===== src/hdl/assert_macros.svh =====
// Assertion helpers shared by the swing coefficient RTL.
// Both macros expect signals named clk and rst_n in the enclosing scope.
`ifndef ASSERT_MACROS_SVH
`define ASSERT_MACROS_SVH

// A property that must hold at every clock edge outside reset.
`define SQC_ASSERT(lbl, prop, msg) \
  lbl: assert property (@(posedge clk) disable iff (!rst_n) (prop)) \
    else $error(msg);

// When the antecedent holds, the consequent must hold in the next cycle.
`define SQC_ASSERT_NEXT(lbl, ante, cons, msg) \
  lbl: assert property (@(posedge clk) disable iff (!rst_n) (ante) |=> (cons)) \
    else $error(msg);

`endif


===== src/hdl/sqc_pkg.sv =====
`timescale 1ns / 1ps
package sqc_pkg;

  localparam int WORD_BITS = 32;
  localparam int HW        = WORD_BITS - 1;
  localparam int SW        = WORD_BITS + 1;
  localparam int M2W       = WORD_BITS + 4;
  localparam int PW        = 2 * SW;
  localparam int KW        = PW + 2;
  localparam int KLW       = KW / 2;
  localparam int LOW       = M2W + KLW + 1;
  localparam int HIW       = M2W + KW - KLW;
  localparam int NW        = M2W + KW + 2;
  localparam int DMW       = 2 * WORD_BITS;
  localparam int QW        = WORD_BITS + 1;
  localparam int RW        = DMW + QW;

  localparam int NAX  = 3;
  localparam int NDIV = 2 * NAX;
  localparam int NPP  = 7;
  localparam int AX_X = 0;
  localparam int AX_Y = 1;
  localparam int AX_Z = 2;

  localparam int INW  = 2 * NAX * WORD_BITS;
  localparam int OUTW = 3 * NAX * WORD_BITS;

  localparam int QDEPTH = 2;
  localparam int QAW    = $clog2(QDEPTH);
  localparam int QCW    = $clog2(QDEPTH + 1);

  localparam int BACK_STAGES = 6;

  localparam logic [HW-1:0] SWING_RESET = HW'(6554);
  localparam logic [QW:0]   LIM_POS = (QW+1)'((64'd1 << (WORD_BITS - 1)) - 64'd1);
  localparam logic [QW:0]   LIM_NEG = (QW+1)'(64'd1 << (WORD_BITS - 1));

  // One footstep after classification in the front part.
  typedef struct packed {
    logic [NAX-1:0][WORD_BITS-1:0] p0;
    logic [NAX-1:0][SW-1:0]        d;
    logic [M2W-1:0]                m2;
    logic [SW-1:0]                 s;
    logic [WORD_BITS-1:0]          zi;
    logic [WORD_BITS-1:0]          zf;
    logic                          sing;
  } sqc_item_t;

  // Data that rides along the back pipeline untouched.
  typedef struct packed {
    logic [NAX-1:0][WORD_BITS-1:0] p0;
    logic                          sing;
    logic [DMW-1:0]                dm;
    logic                          dneg;
  } sqc_side_t;

  // Numerator magnitudes handed to the divider.
  typedef struct packed {
    logic [NDIV-1:0][NW-1:0] nmag;
    logic [NDIV-1:0]         neg;
    logic [DMW-1:0]          dm;
    logic [NAX-1:0][WORD_BITS-1:0] p0;
    logic                    sing;
  } sqc_num_t;

  // One stage of the restoring divider.
  typedef struct packed {
    logic [NDIV-1:0][RW-1:0] rem;
    logic [NDIV-1:0][QW-1:0] q;
    logic [NDIV-1:0]         neg;
    logic [NDIV-1:0]         big;
    logic [DMW-1:0]          dm;
    logic [NAX-1:0][WORD_BITS-1:0] p0;
    logic                    sing;
  } sqc_div_t;

endpackage


===== src/hdl/sqc_queue.sv =====
`timescale 1ns / 1ps
`include "assert_macros.svh"
module sqc_queue (
  input  logic               clk,
  input  logic               rst_n,
  input  logic               in_valid,
  output logic               in_ready,
  input  sqc_pkg::sqc_item_t in_item,
  output logic               out_valid,
  input  logic               pop,
  output sqc_pkg::sqc_item_t out_item
);

  sqc_pkg::sqc_item_t           mem [sqc_pkg::QDEPTH];
  logic [sqc_pkg::QAW-1:0]      wr_ptr_r;
  logic [sqc_pkg::QAW-1:0]      rd_ptr_r;
  logic [sqc_pkg::QCW-1:0]      cnt_r;
  logic                         push;

  assign in_ready  = cnt_r != sqc_pkg::QCW'(sqc_pkg::QDEPTH);
  assign out_valid = cnt_r != '0;
  assign push      = in_valid && in_ready;
  assign out_item  = mem[rd_ptr_r];

  always_ff @(posedge clk) begin
    if (push) begin
      mem[wr_ptr_r] <= in_item;
    end
  end

  always_ff @(posedge clk) begin
    if (!rst_n) begin
      wr_ptr_r <= '0;
      rd_ptr_r <= '0;
      cnt_r    <= '0;
    end else begin
      if (push) begin
        wr_ptr_r <= wr_ptr_r + 1'b1;
      end
      if (pop) begin
        rd_ptr_r <= rd_ptr_r + 1'b1;
      end
      if (push && !pop) begin
        cnt_r <= cnt_r + 1'b1;
      end else if (pop && !push) begin
        cnt_r <= cnt_r - 1'b1;
      end
    end
  end

  `SQC_ASSERT(a_cnt_bound, cnt_r <= sqc_pkg::QCW'(sqc_pkg::QDEPTH), "queue overfilled")
  `SQC_ASSERT_NEXT(a_cnt_drain, pop && !push, cnt_r == $past(cnt_r) - 1'b1, "bad drain count")

endmodule


===== config.mk =====
export PLATFORM = sky130hd
export DESIGN_NAME = sqc_queue
export DESIGN_NICKNAME = d
export VERILOG_FILES = /design/src/hdl/sqc_pkg.sv /design/src/hdl/sqc_queue.sv
export VERILOG_INCLUDE_DIRS = /design/src /design/src/hdl
export SDC_FILE = /design/constraint.sdc
export NUM_CORES = 1
export LEC_CHECK = 0
export BUFFER_PORTS_ARGS = -buffer_cell sky130_fd_sc_hd__buf_2
export CAP_MARGIN = 20
export CORE_AREA = 2 2 256 258
export CTS_CLUSTER_SIZE = 12
export DETAILED_ROUTE_END_ITERATION = 8
export DIE_AREA = 0 0 258 260
export GPL_TIMING_DRIVEN = 0
export PLACE_DENSITY = 0.65
export SYNTH_ARGS = -nofsm -noshare
export SYNTH_HDL_FRONTEND = slang
export SYNTH_SLANG_ARGS = --single-unit

===== constraint.sdc =====
create_clock -name clk -period 8.2 [get_ports clk]
set_clock_uncertainty 0.1 [all_clocks]
set_input_delay 0.41 -clock clk [delete_from_list [all_inputs] [get_ports clk]]
set_output_delay 0.41 -clock clk [all_outputs]
set_load 0.01 [all_outputs]

==> impl_metrics.sql <==
INSERT INTO impl_metrics (metric_group, metric, value, unit) VALUES
('synth', 'synth.distinct_cells', '21', ''),
('worst_setup_path', 'worst-endpoint-arrival', '3110', 'ps'),
('place', 'place_congestion', '0.814', ''),
('cts', 'cts_buffer_depth', '3', ''),
('floorplanning', 'coreArea', '0.0641', 'mm^2'),
('synth', 'post_synth_main_area_contributors', 'sky130_fd_sc_hd__edfxtp_1, sky130_fd_sc_hd__mux2_4, sky130_fd_sc_hd__buf_12, sky130_fd_sc_hd__mux2_2, sky130_fd_sc_hd__dfxtp_1', ''),
('timing', 'worstMarginPinSlew', '795', 'ps'),
('power', 'vdd_drop_max', '256', 'uV'),
('power', 'power_per_cell_area', '243', 'mW/mm^2'),
('global_routing', 'grt_pass1_vias', '15198', ''),
('floorplanning', 'die_width', '258', 'um'),
('floorplanning', 'boundaryPins', '664', ''),
('synth', 'syn-instance-count', '1048', ''),
('global_routing', 'grtUsageMet1', '0.188', ''),
('cells_and_area', 'layout.cells.non_filler', '3024', ''),
('cts', 'htree_levels', '3', ''),
('cts', 'clkTransAtPathRegs', '60', 'ps'),
('place', 'detailedPlacementHpwl', '40100', 'um'),
('cts', 'holdBufCountCts', '330', ''),
('worst_setup_path', 'worstPathRequired', '8330', 'ps'),
('timing', 'setup_viol', '0', ''),
('timing', 'slew_viol_final', '0', ''),
('worst_setup_path', 'criticalPathCategory', 'flop to flop', ''),
('global_routing', 'grt_antenna_before_repair', '6', ''),
('synth', 'yosysWarnings', '0', ''),
('power', 'p_seq_frac', '0.484', ''),
('cts', 'post-cts-setup-buffer-count', '0', ''),
('global_routing', 'grt.met2_usage', '0.316', ''),
('worst_setup_path', 'timing.critical_path.slowest_cell_delay', '740', 'ps'),
('cts', 'clock-root-buffer', 'sky130_fd_sc_hd__clkbuf_16', ''),
('global_routing', 'busiest_layer', 'met2', ''),
('synth', 'synth_top_cell_area_share', '0.774', ''),
('power', 'p_comb_frac', '0.172', ''),
('cells_and_area', 'layout.filler_cells', '4902', ''),
('global_routing', 'grt_usage', '0.174', ''),
('worst_setup_path', 'path_buf_inv', '3', ''),
('cells_and_area', 'layout_common_cells', 'sky130_fd_sc_hd__buf_2, sky130_fd_sc_hd__edfxtp_1, sky130_fd_sc_hd__dlygate4sd3_1', ''),
('cts', 'clock_insertion_delay_worst_skew', '580', 'ps'),
('synth', 'cell_area_after_synthesis', '0.0255', 'mm^2'),
('cts', 'cts.sink_count', '663', ''),
('run_status', 'run_status', 'complete, no violations', ''),
('worst_setup_path', 'timing.critical_path.max_delay_family', 'simple AND/OR/NAND/NOR gates', ''),
('global_routing', 'first_pass_grt_wire_length', '88300', 'um'),
('global_routing', 'grt_util_met3', '0.0516', ''),
('worst_setup_path', 'path_cells', 'nand2b_1, and3_4, buf_16, buf_16, buf_16', ''),
('timing', 'layout_min_cycle_time', '2970', 'ps'),
('place', 'cell_area_reported_after_detailed_placement', '0.0302', 'mm^2'),
('floorplanning', 'die-height', '260', 'um'),
('synth', 'postSynthRegisterBits', '663', ''),
('floorplanning', 'starting_density', '0.398', ''),
('power', 'p_leak', '0.0140', 'uW'),
('global_routing', 'pin_count_of_the_biggest_net_entering_global_routing', '113', ''),
('worst_setup_path', 'critPathMaxFanout', '62', ''),
('detailed_routing', 'routedWlPerCell', '19.8', 'um'),
('worst_setup_path', 'critical_path.endpoint_type', 'flop', ''),
('timing', 'relSlewSlack', '0.470', ''),
('detailed_routing', 'ant_nets', '0', ''),
('job', 'timing.max_cap.violations', '0', ''),
('detailed_routing', 'remaining_design_rule_violation_count', '0', ''),
('cells_and_area', 'layout.cells.most_common', 'sky130_fd_sc_hd__buf_2', ''),
('cts', 'tritoncts', 'done', ''),
('cells_and_area', 'post_route_cells_drive_above_1_share', '0.519', ''),
('detailed_routing', 'detail_route.first_pass.iterations', '5', ''),
('timing', 'rsz0062_at_grt', 'no', ''),
('timing', 'finalCritPeriodShare', '0.363', ''),
('floorplanning', 'rows', '93', ''),
('cells_and_area', 'post-route-util', '0.555', ''),
('power', 'power.switching', '2040', 'uW'),
('detailed_routing', 'detail_route.wirelength', '60000', 'um'),
('timing', 'hold_viol', '0', ''),
('synth', 'syn_avg_cell_area', '24.4', 'um^2');
==> worst min-delay path, delay by kind of cell <==
kind                   cells  cell delay, ps
AO/OA/AOI/OAI              2             180
buffers and inverters      1             120
==> kinds of logic after synthesis <==
| logic type | after synthesis | synth area share |
|---|---|---|
| fa+ha+maj | 1 | 0.000490 |
| xor+xnor | 3 | 0.00103 |
| flops | 663 | 0.778 |
| mux | 329 | 0.190 |
| simple gates | 9 | 0.00225 |
| compound gates | 4 | 0.00118 |
| buf+inv | 39 | 0.0278 |
==> per-stage QoR <==
stage	power (uW)	TNS, ps	worst slack [ps]
2_1_floorplan	5160	0	364
3_3_place_gp	5730	-1085260	-3340
3_5_place_dp	5630	0	5230
4_1_cts	8750	0	5210
5_1_grt	8980	0	5070
6_report	8660	0	5230
==> synth_stat cells <==
| cell | count |
|---|---|
| sky130_fd_sc_hd__a21bo_2 | 1 |
| sky130_fd_sc_hd__a21boi_0 | 2 |
| sky130_fd_sc_hd__and2_1 | 4 |
| sky130_fd_sc_hd__and3_1 | 1 |
| sky130_fd_sc_hd__buf_12 | 33 |
| sky130_fd_sc_hd__buf_2 | 1 |
| sky130_fd_sc_hd__buf_6 | 2 |
| sky130_fd_sc_hd__buf_8 | 1 |
| sky130_fd_sc_hd__dfxtp_1 | 5 |
| sky130_fd_sc_hd__edfxtp_1 | 658 |
| sky130_fd_sc_hd__ha_1 | 1 |
| sky130_fd_sc_hd__inv_1 | 2 |
| sky130_fd_sc_hd__mux2_2 | 26 |
| sky130_fd_sc_hd__mux2_4 | 303 |
| sky130_fd_sc_hd__nand2b_1 | 1 |
| sky130_fd_sc_hd__nand3b_1 | 1 |
| sky130_fd_sc_hd__o21ai_0 | 1 |
| sky130_fd_sc_hd__or2_2 | 1 |
| sky130_fd_sc_hd__or3_1 | 1 |
| sky130_fd_sc_hd__xnor2_1 | 1 |
| sky130_fd_sc_hd__xor2_1 | 2 |
==> flip-flops by register name, indices dropped and copies added (netlist names), named ones only <==
name,count
mem,658
cnt_r,2
rd_ptr_r,1
wr_ptr_r,1
==> layer usage <==
layer,wire length [um],vias to the layer above
met1,21400,6897
met3,4300,134
met5,62,-
met4,2120,10
li1,-,6358
met2,32100,516
==> cell type report <==
type,instances,area share
Multi-Input combinational cell,346,0.140
Antenna cell,1,0.0000703
Clock buffer,93,0.0540
Buffer,37,0.0198
Tap cell,855,0.0300
Inverter,2,0.000422
Timing Repair Buffer,1001,0.192
Sequential cell,663,0.558
Clock inverter,26,0.00604
==> path summary, 6_finish.rpt <==
kind / slack, ps / end / cells after the start / start
hold / removal: 80 / wr_ptr_r / 3 / in_valid
setup reg to reg: 5230 / mem[1][59] / 5 / cnt_r[0]
hold reg to reg: 420 / cnt_r[1] / 2 / cnt_r[1]
setup / recovery: 5230 / mem[1][59] / 5 / cnt_r[0]
==> power groups by stage <==
stage	clock [uW]	combinational, uW	sequential [uW]
2_1_floorplan	0	819	4340
4_1_cts	3040	1510	4200
6_report	2970	1490	4200
3_3_place_gp	0	1320	4410
3_5_place_dp	0	1370	4260
5_1_grt	3170	1580	4220
Power figures use the tool's default switching activity.
