[src/hdl/assert_macros.svh]
// Assertion helpers shared by the swing coefficient RTL.
// Both macros expect signals named clk and rst_n in the enclosing scope.
`ifndef ASSERT_MACROS_SVH
`define ASSERT_MACROS_SVH

// A property that must hold at every clock edge outside reset.
`define SQC_ASSERT(lbl, prop, msg) \
  lbl: assert property (@(posedge clk) disable iff (!rst_n) (prop)) \
    else $error(msg);

// When the antecedent holds, the consequent must hold in the next cycle.
`define SQC_ASSERT_NEXT(lbl, ante, cons, msg) \
  lbl: assert property (@(posedge clk) disable iff (!rst_n) (ante) |=> (cons)) \
    else $error(msg);

`endif

[src/hdl/sqc_pkg.sv]
`timescale 1ns / 1ps
package sqc_pkg;

  localparam int WORD_BITS = 32;
  localparam int HW        = WORD_BITS - 1;
  localparam int SW        = WORD_BITS + 1;
  localparam int M2W       = WORD_BITS + 4;
  localparam int PW        = 2 * SW;
  localparam int KW        = PW + 2;
  localparam int KLW       = KW / 2;
  localparam int LOW       = M2W + KLW + 1;
  localparam int HIW       = M2W + KW - KLW;
  localparam int NW        = M2W + KW + 2;
  localparam int DMW       = 2 * WORD_BITS;
  localparam int QW        = WORD_BITS + 1;
  localparam int RW        = DMW + QW;

  localparam int NAX  = 3;
  localparam int NDIV = 2 * NAX;
  localparam int NPP  = 7;
  localparam int AX_X = 0;
  localparam int AX_Y = 1;
  localparam int AX_Z = 2;

  localparam int INW  = 2 * NAX * WORD_BITS;
  localparam int OUTW = 3 * NAX * WORD_BITS;

  localparam int QDEPTH = 2;
  localparam int QAW    = $clog2(QDEPTH);
  localparam int QCW    = $clog2(QDEPTH + 1);

  localparam int BACK_STAGES = 6;

  localparam logic [HW-1:0] SWING_RESET = HW'(6554);
  localparam logic [QW:0]   LIM_POS = (QW+1)'((64'd1 << (WORD_BITS - 1)) - 64'd1);
  localparam logic [QW:0]   LIM_NEG = (QW+1)'(64'd1 << (WORD_BITS - 1));

  // One footstep after classification in the front part.
  typedef struct packed {
    logic [NAX-1:0][WORD_BITS-1:0] p0;
    logic [NAX-1:0][SW-1:0]        d;
    logic [M2W-1:0]                m2;
    logic [SW-1:0]                 s;
    logic [WORD_BITS-1:0]          zi;
    logic [WORD_BITS-1:0]          zf;
    logic                          sing;
  } sqc_item_t;

  // Data that rides along the back pipeline untouched.
  typedef struct packed {
    logic [NAX-1:0][WORD_BITS-1:0] p0;
    logic                          sing;
    logic [DMW-1:0]                dm;
    logic                          dneg;
  } sqc_side_t;

  // Numerator magnitudes handed to the divider.
  typedef struct packed {
    logic [NDIV-1:0][NW-1:0] nmag;
    logic [NDIV-1:0]         neg;
    logic [DMW-1:0]          dm;
    logic [NAX-1:0][WORD_BITS-1:0] p0;
    logic                    sing;
  } sqc_num_t;

  // One stage of the restoring divider.
  typedef struct packed {
    logic [NDIV-1:0][RW-1:0] rem;
    logic [NDIV-1:0][QW-1:0] q;
    logic [NDIV-1:0]         neg;
    logic [NDIV-1:0]         big;
    logic [DMW-1:0]          dm;
    logic [NAX-1:0][WORD_BITS-1:0] p0;
    logic                    sing;
  } sqc_div_t;

endpackage

[src/hdl/sqc_front.sv]
`timescale 1ns / 1ps
module sqc_front (
  input  logic                          clk,
  input  logic                          rst_n,
  input  logic                          in_tvalid,
  output logic                          in_tready,
  input  logic [sqc_pkg::INW-1:0]       in_tdata,
  input  logic                          cfg_wr_en,
  input  logic [sqc_pkg::HW-1:0]        cfg_wr_data,
  output logic                          fq_valid,
  input  logic                          fq_ready,
  output sqc_pkg::sqc_item_t            fq_item
);

  logic [sqc_pkg::HW-1:0]               swing_h_r;
  logic                                 fv_r;
  sqc_pkg::sqc_item_t                   item_r;
  sqc_pkg::sqc_item_t                   item_nxt;
  logic signed [sqc_pkg::WORD_BITS-1:0] zi;
  logic signed [sqc_pkg::WORD_BITS-1:0] zf;
  logic signed [sqc_pkg::WORD_BITS-1:0] lo;
  logic signed [sqc_pkg::SW-1:0]        s_sum;
  logic signed [sqc_pkg::M2W-1:0]       lift;

  assign in_tready = !fv_r || fq_ready;
  assign fq_valid  = fv_r;
  assign fq_item   = item_r;

  always_comb begin
    for (int a = 0; a < sqc_pkg::NAX; a++) begin
      item_nxt.p0[a] = in_tdata[a*sqc_pkg::WORD_BITS +: sqc_pkg::WORD_BITS];
      item_nxt.d[a]  =
        sqc_pkg::SW'($signed(in_tdata[(a+sqc_pkg::NAX)*sqc_pkg::WORD_BITS +:
                                      sqc_pkg::WORD_BITS])) -
        sqc_pkg::SW'($signed(in_tdata[a*sqc_pkg::WORD_BITS +: sqc_pkg::WORD_BITS]));
    end
    zi    = $signed(in_tdata[sqc_pkg::AX_Z*sqc_pkg::WORD_BITS +: sqc_pkg::WORD_BITS]);
    zf    = $signed(in_tdata[(sqc_pkg::AX_Z+sqc_pkg::NAX)*sqc_pkg::WORD_BITS +:
                             sqc_pkg::WORD_BITS]);
    lo    = (zi < zf) ? zi : zf;
    s_sum = sqc_pkg::SW'(zi) + sqc_pkg::SW'(zf);
    // Twice the midpoint lift above the start height.
    lift  = sqc_pkg::M2W'(lo) + sqc_pkg::M2W'($signed({1'b0, swing_h_r})) -
            sqc_pkg::M2W'(zi);
    item_nxt.m2   = lift <<< 1;
    item_nxt.s    = s_sum;
    item_nxt.zi   = zi;
    item_nxt.zf   = zf;
    item_nxt.sing = (s_sum == '0) || (zi == '0) || (zf == '0);
  end

  always_ff @(posedge clk) begin
    if (!rst_n) begin
      fv_r      <= 1'b0;
      swing_h_r <= sqc_pkg::SWING_RESET;
    end else begin
      if (cfg_wr_en) begin
        swing_h_r <= cfg_wr_data;
      end
      if (in_tready) begin
        fv_r <= in_tvalid;
      end
    end
  end

  always_ff @(posedge clk) begin
    if (in_tready && in_tvalid) begin
      item_r <= item_nxt;
    end
  end

endmodule

[config.mk]
export PLATFORM = sky130hd
export DESIGN_NAME = sqc_front
export DESIGN_NICKNAME = d
export VERILOG_FILES = /design/src/hdl/assert_macros.svh /design/src/hdl/sqc_pkg.sv /design/src/hdl/sqc_front.sv
export SDC_FILE = /design/constraint.sdc
export NUM_CORES = 1
export LEC_CHECK = 0
export BUFFER_PORTS_ARGS = -buffer_cell sky130_fd_sc_hd__buf_4
export CAP_MARGIN = 40
export CORE_AREA = 3 3 213 215
export CTS_BUF_LIST = sky130_fd_sc_hd__clkbuf_4
export CTS_CLUSTER_DIAMETER = 60
export DETAILED_ROUTE_END_ITERATION = 10
export DIE_AREA = 0 0 216 218
export GPL_ROUTABILITY_DRIVEN = 0
export PLACE_DENSITY = 0.78
export SLEW_MARGIN = 40
export SYNTH_ARGS = -nofsm -noshare
export SYNTH_HDL_FRONTEND = slang
export SYNTH_SLANG_ARGS = --single-unit
export TNS_END_PERCENT = 30
[constraint.sdc]
create_clock -name clk -period 18.9 [get_ports clk]
set_input_delay 2.835 -clock clk [delete_from_list [all_inputs] [get_ports clk]]
set_output_delay 2.835 -clock clk [all_outputs]
set_load 0.02 [all_outputs]
==> results of run 1 <==
state kept, by name, summed over array words and instances, names as in the netlist:
name,cells
fq_item,294
fq_valid,1
swing_h_r,31
cell type report:
type	count	area share
inverter	250	0.0360
clock inverter	31	0.00692
clock buffer	130	0.0375
tap	592	0.0284
sequential	326	0.364
timing repair buffer	561	0.163
antenna	5	0.000480
multi-input combinational	1214	0.364
per-layer routing:
metal | up-vias | GRT usage | wire [um]
li1 | 7853 | - | -
met1 | 8004 | 0.306 | 24100
met2 | 832 | 0.451 | 31300
met3 | 147 | 0.0665 | 5420
met4 | 0 | 0.121 | 2870
met5 | - | 0 | 0
layout by cell type, fill, tap and decap left out, types with 5 or more instances in the layout:
cell / count
a21oi_1: 111
a21o_1: 57
nor3_1: 27
o21ai_0: 58
a211o_1: 6
nor2b_1: 50
mux2i_1: 57
nand2b_1: 20
buf_4: 558
a31oi_1: 16
diode_2: 5
inv_1: 248
o21a_1: 24
nor2_1: 109
ha_1: 163
o21ai_1: 5
xnor2_1: 102
o211ai_1: 17
clkbuf_4: 130
dfxtp_1: 32
and3_1: 11
and2_1: 11
fa_1: 35
nand3_1: 29
clkinv_1: 20
edfxtp_1: 294
o21bai_1: 26
xor2_1: 32
clkinv_2: 6
o31a_1: 7
o31ai_1: 11
nand2_1: 66
nor4_1: 23
nand4_1: 16
or3_1: 8
a211oi_1: 17
kinds of logic (layout without fill, tap and decap cells):
family | Yosys count | after routing | synth area share
muxes | 59 | 59 | 0.0292
AOI/OAI and AO/OA | 415 | 415 | 0.139
adders and majority gates | 198 | 198 | 0.135
other | 1 | 6 | 0.000185
and+or+nand+nor | 407 | 407 | 0.104
xor gates and xnor gates | 134 | 134 | 0.0578
buffers and inverters | 326 | 972 | 0.0685
DFF | 326 | 326 | 0.466
metrics by stage:
| stage | total power, uW | utilization | setup WS [ns] | std cells |
|---|---|---|---|---|
| floorplan | 1460 | - | 8.41 | 1866 |
| global placement | 1740 | 0.565 | 9.45 | 2942 |
| detailed placement | 1760 | 0.566 | 9.23 | 2943 |
| CTS | 2420 | 0.592 | 10.05 | 3104 |
| global route | 2530 | 0.593 | 9.51 | 3107 |
| finish | 2410 | 0.593 | 9.80 | 3109 |
worst min-delay path by stage:
| stage | start | end | slack [ns] |
|---|---|---|---|
| finish | swing_h_r[11] | swing_h_r[11] | 0.52 |
| global route | swing_h_r[18] | swing_h_r[18] | 0.55 |
| CTS | swing_h_r[11] | swing_h_r[11] | 0.52 |
| detailed placement | swing_h_r[13] | swing_h_r[13] | 0.51 |
| global placement | swing_h_r[16] | swing_h_r[16] | 0.50 |
| floorplan | swing_h_r[10] | swing_h_r[10] | 0.48 |
power groups by stage:
stage	Sequential (uW)	Combinational, uW	Clock, uW
4_1_cts	936	814	672
2_1_floorplan	1050	405	0
5_1_grt	943	881	709
6_report	936	817	652
3_5_place_dp	950	808	0
3_3_place_gp	949	790	0
worst reg2reg max path: stages, from the launching register on:
cell	delay (ns)
dfxtp_1	0.35
inv_1	0.07
fa_1	0.50
inv_1	0.04
ha_1	0.34
nand3_1	0.13
o21bai_1	0.15
a31oi_1	0.22
and4_1	0.28
nor4_1	0.45
o41ai_1	0.22
o41ai_1	0.61
o2111ai_1	0.23
a21oi_1	0.22
xor2_1	0.09
==> summary.txt, run 1 <==
Worst setup path
  • Worst EP required: roughly 19 ns
  • Worst reg2reg path startpoint: swing_h_r[5]
  • Number of cells on the critical path: 27
  • Kind of capture point of the worst setup path: register
  • Type of the worst setup path: input pin to register
  • Startpoint type of the worst setup path: input pin
  • Reg2Reg Setup Slack: roughly 15 ns
  • Worst setup path startpoint: in_tdata[74]
  • Largest delay contributor family on the critical path: compound AO/OA/AOI/OAI gates
  • Most frequent cell on the critical path: a21oi_1
  • Capturing point of the worst reg2reg path: fq_item[131]
  • Largest incremental delay on the critical path: 0.61 ns
  • Last element of the critical path: fq_item[131]
  • Highest net fanout along the worst path: 31
  • Worst R2R Path Depth: 14
  • Buffering stage count on the worst path with inverters included: 4
  • Slowest stage cell on the critical path: o41ai_1
  • Arrival @ worst endpoint: 9.65 ns

Pwr
  • PD cells: 92.4 mW/mm2
  • Proportion of power drawn by the clock network: 0.271
  • Leak: 0.0118 uW
  • Sw frac: 0.343
  • Worst ir drop on vdd: 0.0614 mV
  • Sequential share of power: 0.389
  • Combinational fraction of design power: 0.340
  • Switch Pwr: 824 uW
  • Internal cell power: 1580 uW

Clock tree
  • Clock net sink count: 326
  • Clock tree from TritonCTS: built
  • CTS resizes: 0
  • Buffer cell driving the clock tree root: clkbuf_4
  • Number of CTS-inserted buffers: 91
  • Number of levels in the clock H-tree: 3
  • Post-CTS setup-driven buffer insertion count: 0
  • Insertion delay of the later-clocked pin in the worst-skew pair: 0.85 ns
  • CTS clock-pin slew for the worst setup and hold paths: 0.07 ns
  • Bufs on Longest Clock Path: 3
  • Number of hold-repair buffers added at the cts stage: 0

Die
  • Initial Util: 0.463
  • Total core area: 0.0439 mm2
  • Standard-cell rows: 77
  • Die footprint: 0.0471 mm2
  • Die span in y: about 220 um
  • Horizontal extent of the die: 216 um
  • IO Pins: around 560

Timing
  • Unrepaired setup endpoints after global routing: no
  • Total negative slack for setup checks: 0 ns
  • Worst-margin pin slew: 0.896 ns
  • Hold Violations, Final: 0
  • Relative max-transition margin: 0.397
  • Maximum clock skew at final layout: 0.0678 ns
  • Max-slew violation count: 0
  • Fin Hold WS: 0.518 ns
  • Final setup violation count: 0
  • Final critical-path share of the clock period: 0.481
  • Min Clock Period, post-route: approximately 9 ns
  • Fmax achieved: 110 MHz

GRT
  • Via count of the first global-routing pass: ~17,000
  • Global route overflow: 0
  • Pin count of the biggest net entering global routing: 87
  • Total Routing Usage GR: 0.261
  • Global-route wire length before repair: 94,900 um
  • Initial antenna violation count: 2

Yosys
  • Synthesized net count: 2,292
  • Cell count after synthesis: 1,866
  • Commonest cells in the synthesized netlist: edfxtp_1 (294), inv_1 (248), ha_1 (163)
  • Synthesized area: about 0.020 mm2
  • Synth cell types: 89
  • Post-synthesis sequential element count: 326
  • Share of the synthesized area in the top cell type: 0.434
  • Most instantiated library cell after synthesis: edfxtp_1
  • Most area-consuming cells after synthesis: edfxtp_1 (43%), ha_1 (10%), inv_1 (4.6%)
  • Cell accounting for the most synthesized area: edfxtp_1
  • Main flop type after synthesis: edfxtp_1
  • Total of warnings raised by yosys: 0
  • Post-Syn Area per Cell: 10.9 um2
  • Share of async-settable or async-resettable flops after synthesis: 0
  • Post-synthesis sequential area ratio: 0.466
  • Number of enable-type register cells in the synthesized netlist: 294

Detailed routing
  • Detailed-route wire length: 63,700 um
  • Via/cell ratio: 5.42
  • Via count: 16,800
  • Pre-Repair DR Iteration Count: 6
  • Count of antenna-violating nets left after detailed routing: 0
  • Wire length per cell: between 20 and 25 um
  • Drt drc: 0
  • Count of routing violations after the opening detailed-route iteration: about 1,100

Final layout
  • Total area of multi-input combinational cells: 0.00948 mm2
  • Fraction of layout cells with a size suffix above 1: 0.292
  • Post-route design area: 0.0260 mm2
  • Net count, final: ~2,900
  • Sequential cell area: 0.00947 mm2
  • Area growth from synthesis to layout: 28.1%
  • Fillers: 3,618

Run
  • Max_cap viols: 0

Worst hold path
  • Number of stages on the worst hold path: 2
  • Class of the tightest hold or removal check: register to register

Place
  • Half-perimeter wire length after placement: ~50,000 um
  • Input/output buffers: 557
  • DP Area: 0.0249 mm2

Outcome
  • Status: finished clean
(Power assumes the default switching activity.)
==> inputs of run 2 (changes only) <==
--- a/config.mk
+++ b/config.mk
@@ -7,13 +7,13 @@
 export LEC_CHECK = 0
 export BUFFER_PORTS_ARGS = -buffer_cell sky130_fd_sc_hd__buf_4
 export CAP_MARGIN = 40
-export CORE_AREA = 3 3 213 215
+export CORE_AREA = 3 3 215 217
 export CTS_BUF_LIST = sky130_fd_sc_hd__clkbuf_4
 export CTS_CLUSTER_DIAMETER = 60
 export DETAILED_ROUTE_END_ITERATION = 10
-export DIE_AREA = 0 0 216 218
+export DIE_AREA = 0 0 218 220
 export GPL_ROUTABILITY_DRIVEN = 0
-export PLACE_DENSITY = 0.78
+export PLACE_DENSITY = 0.77
 export SLEW_MARGIN = 40
 export SYNTH_ARGS = -nofsm -noshare
 export SYNTH_HDL_FRONTEND = slang
==> constraint.sdc (replaced) <==
create_clock -name clk -period 9.5 [get_ports clk]
set_input_delay 1.425 -clock clk [delete_from_list [all_inputs] [get_ports clk]]
set_output_delay 1.425 -clock clk [all_outputs]
set_load 0.02 [all_outputs]
==> run 2 against run 1 <==
Against the previous run: clock power is 110% higher; wire length increased by 0.69%; clock-buffer cell count increased by 3; clock skew down 0.0046 ns; first-iteration DRC count rose by 14%; power increased by 100%; final cell count unchanged; core utilization shrank 0.33 points; sequential power up 99%; highest routed layer unchanged.
==> summary.txt, run 2 (synthesis results as in run 1) <==
Die
  • IO Pins: 559
  • Horizontal extent of the die: approximately 220 um
  • Standard-cell rows: 77
  • Die span in y: roughly 220 um
  • Die footprint: 0.0480 mm2
  • Initial Util: 0.459
  • Total core area: 0.0443 mm2

Timing
  • Relative max-transition margin: 0.486
  • Final setup violation count: 0
  • Maximum clock skew at final layout: 0.0632 ns
  • Max-slew violation count: 0
  • Unrepaired setup endpoints after global routing: no
  • Total negative slack for setup checks: 0 ns
  • Min Clock Period, post-route: 7.67 ns
  • Worst setup slack after layout: 1.83 ns
  • Final critical-path share of the clock period: 0.808
  • Fmax achieved: about 130 MHz
  • Worst-margin pin slew: 0.764 ns
  • Hold Violations, Final: 0

GRT
  • Via count of the first global-routing pass: 16,700
  • Initial antenna violation count: 1
  • Global-route wire length before repair: 94,200 um
  • Total Routing Usage GR: 0.257
  • Global route overflow: 0
  • Pin count of the biggest net entering global routing: 108

Final layout
  • Leading cell type in the layout, fill and taps excluded: buf_4
  • Fraction of layout cells with a size suffix above 1: 0.294
  • Area growth from synthesis to layout: 28.5%
  • Net count, final: 2,872
  • Post-route design area: 0.0261 mm2
  • Commonest cells after routing, fill and taps aside: buf_4 (559), edfxtp_1 (294), inv_1 (248), ha_1 (163), clkbuf_4 (133)
  • Filler-free cell count of the finished design: 3,109
  • Flip-flop count of the largest register after layout: 294
  • Fillers: roughly 3,700

Worst setup path
  • Reg2Reg Setup Slack: 5.33 ns
  • Capturing point of the worst reg2reg path: fq_item[131]
  • Startpoint type of the worst setup path: input pin
  • Worst setup path startpoint: in_tdata[74]
  • Type of the worst setup path: input pin to register
  • Last element of the critical path: fq_item[131]
  • Worst R2R Path Depth: 14
  • Kind of capture point of the worst setup path: register
  • Arrival @ worst endpoint: 8.18 ns
  • Worst EP required: 10.01 ns
  • Highest net fanout along the worst path: 11
  • Worst reg2reg path startpoint: swing_h_r[5]

Detailed routing
  • Count of routing violations after the opening detailed-route iteration: 1,256
  • Detailed-route wire length: 64,100 um
  • Pre-Repair DR Iteration Count: 6
  • Count of antenna-violating nets left after detailed routing: 0
  • Via count: 16,800
  • Drt drc: 0
  • Wire length per cell: ~21 um
  • Via/cell ratio: roughly 5.4

Run
  • Max_cap viols: 0

Place
  • DP Area: 0.0249 mm2
  • Total placed cells including tap cells: 2,945
  • Half-perimeter wire length after placement: 50,400 um
  • Post-Place Setup Slack: about 1.2 ns
  • Input/output buffers: 557

Pwr
  • Leak: 0.0119 uW
  • Worst ir drop on vdd: 0.128 mV
  • Power consumption: 4840 uW
  • PD cells: 185 mW/mm2

Worst hold path
  • Class of the tightest hold or removal check: register to register

Clock tree
  • Clock net sink count: approximately 330
  • CTS resizes: 0
  • Insertion delay of the later-clocked pin in the worst-skew pair: just over 0.8 ns
  • Bufs on Longest Clock Path: 3
  • Number of levels in the clock H-tree: 3
  • Buffer cell driving the clock tree root: clkbuf_4
  • Number of CTS-inserted buffers: 90
  • Post-CTS setup-driven buffer insertion count: 0
  • CTS clock-pin slew for the worst setup and hold paths: 0.07 ns
  • Clock tree from TritonCTS: built
  • Number of hold-repair buffers added at the cts stage: 0

Outcome
  • Status: finished clean
[run 2: stage by stage]
stage,hold WS [ns],utilization
2_1_floorplan,0.483,-
3_3_place_gp,0.499,0.561
3_5_place_dp,0.508,0.562
4_1_cts,0.520,0.589
5_1_grt,0.537,0.589
6_report,0.516,0.589
[run 2: worst max-delay path, cell delays in order]
cell and delay, ns:
buf_4 0.14, inv_1 0.06, ha_1 0.44, a21oi_1 0.21
o21bai_1 0.10, a21oi_1 0.26, nand3b_1 0.11, o21ai_1 0.48
o221a_2 0.31, a211o_1 0.14, o21ai_1 0.15, o21ai_4 0.44
buf_8 0.24, mux2i_1 0.26, fa_1 0.45, inv_1 0.07
ha_1 0.25, nor2b_1 0.16, o21bai_1 0.18, a31oi_1 0.22
and4_1 0.29, nor4_1 0.46, o41ai_1 0.22, o41ai_1 0.57
o2111ai_1 0.22, a21oi_1 0.23, xor2_1 0.09
[run 2: how the worst min path moves through the flow]
stage	startpoint	slack (ns)	depth (start not counted)	to
2_1_floorplan	swing_h_r[10]	0.48	2	swing_h_r[10]
3_3_place_gp	swing_h_r[16]	0.50	2	swing_h_r[16]
3_5_place_dp	swing_h_r[28]	0.51	2	swing_h_r[28]
4_1_cts	swing_h_r[8]	0.52	2	swing_h_r[8]
5_1_grt	swing_h_r[5]	0.54	2	swing_h_r[5]
6_report	swing_h_r[8]	0.52	2	swing_h_r[8]
[run 2: layer usage]
metal | global-route usage | vias up | wire length [um]
li1 | - | 7841 | -
met1 | 0.296 | 7942 | 23900
met2 | 0.445 | 879 | 31400
met3 | 0.0678 | 181 | 5950
met4 | 0.126 | 0 | 2850
met5 | 0 | - | 0
[run 2: area by class of cell]
class | count | area (um2) | share of cell area
diodes | 2 | 5.00 | 0.000192
well taps | 592 | 741 | 0.0284
flip-flops and latches | 326 | 9470 | 0.363
inverters | 250 | 938 | 0.0359
multi-input cells | 1214 | 9480 | 0.363
repair buffers | 564 | 4300 | 0.165
clock inverters | 28 | 190 | 0.00728
clock buffers | 133 | 998 | 0.0382
[run 2: where the power goes]
group / switching [uW] / leakage (uW) / internal [uW] / total, uW
Clock: 613 / 0.000711 / 722 / 1340
Sequential: 62.5 / 0.00311 / 1800 / 1860
Combinational: 975 / 0.00804 / 666 / 1640
Total: 1650 / 0.0119 / 3190 / 4840
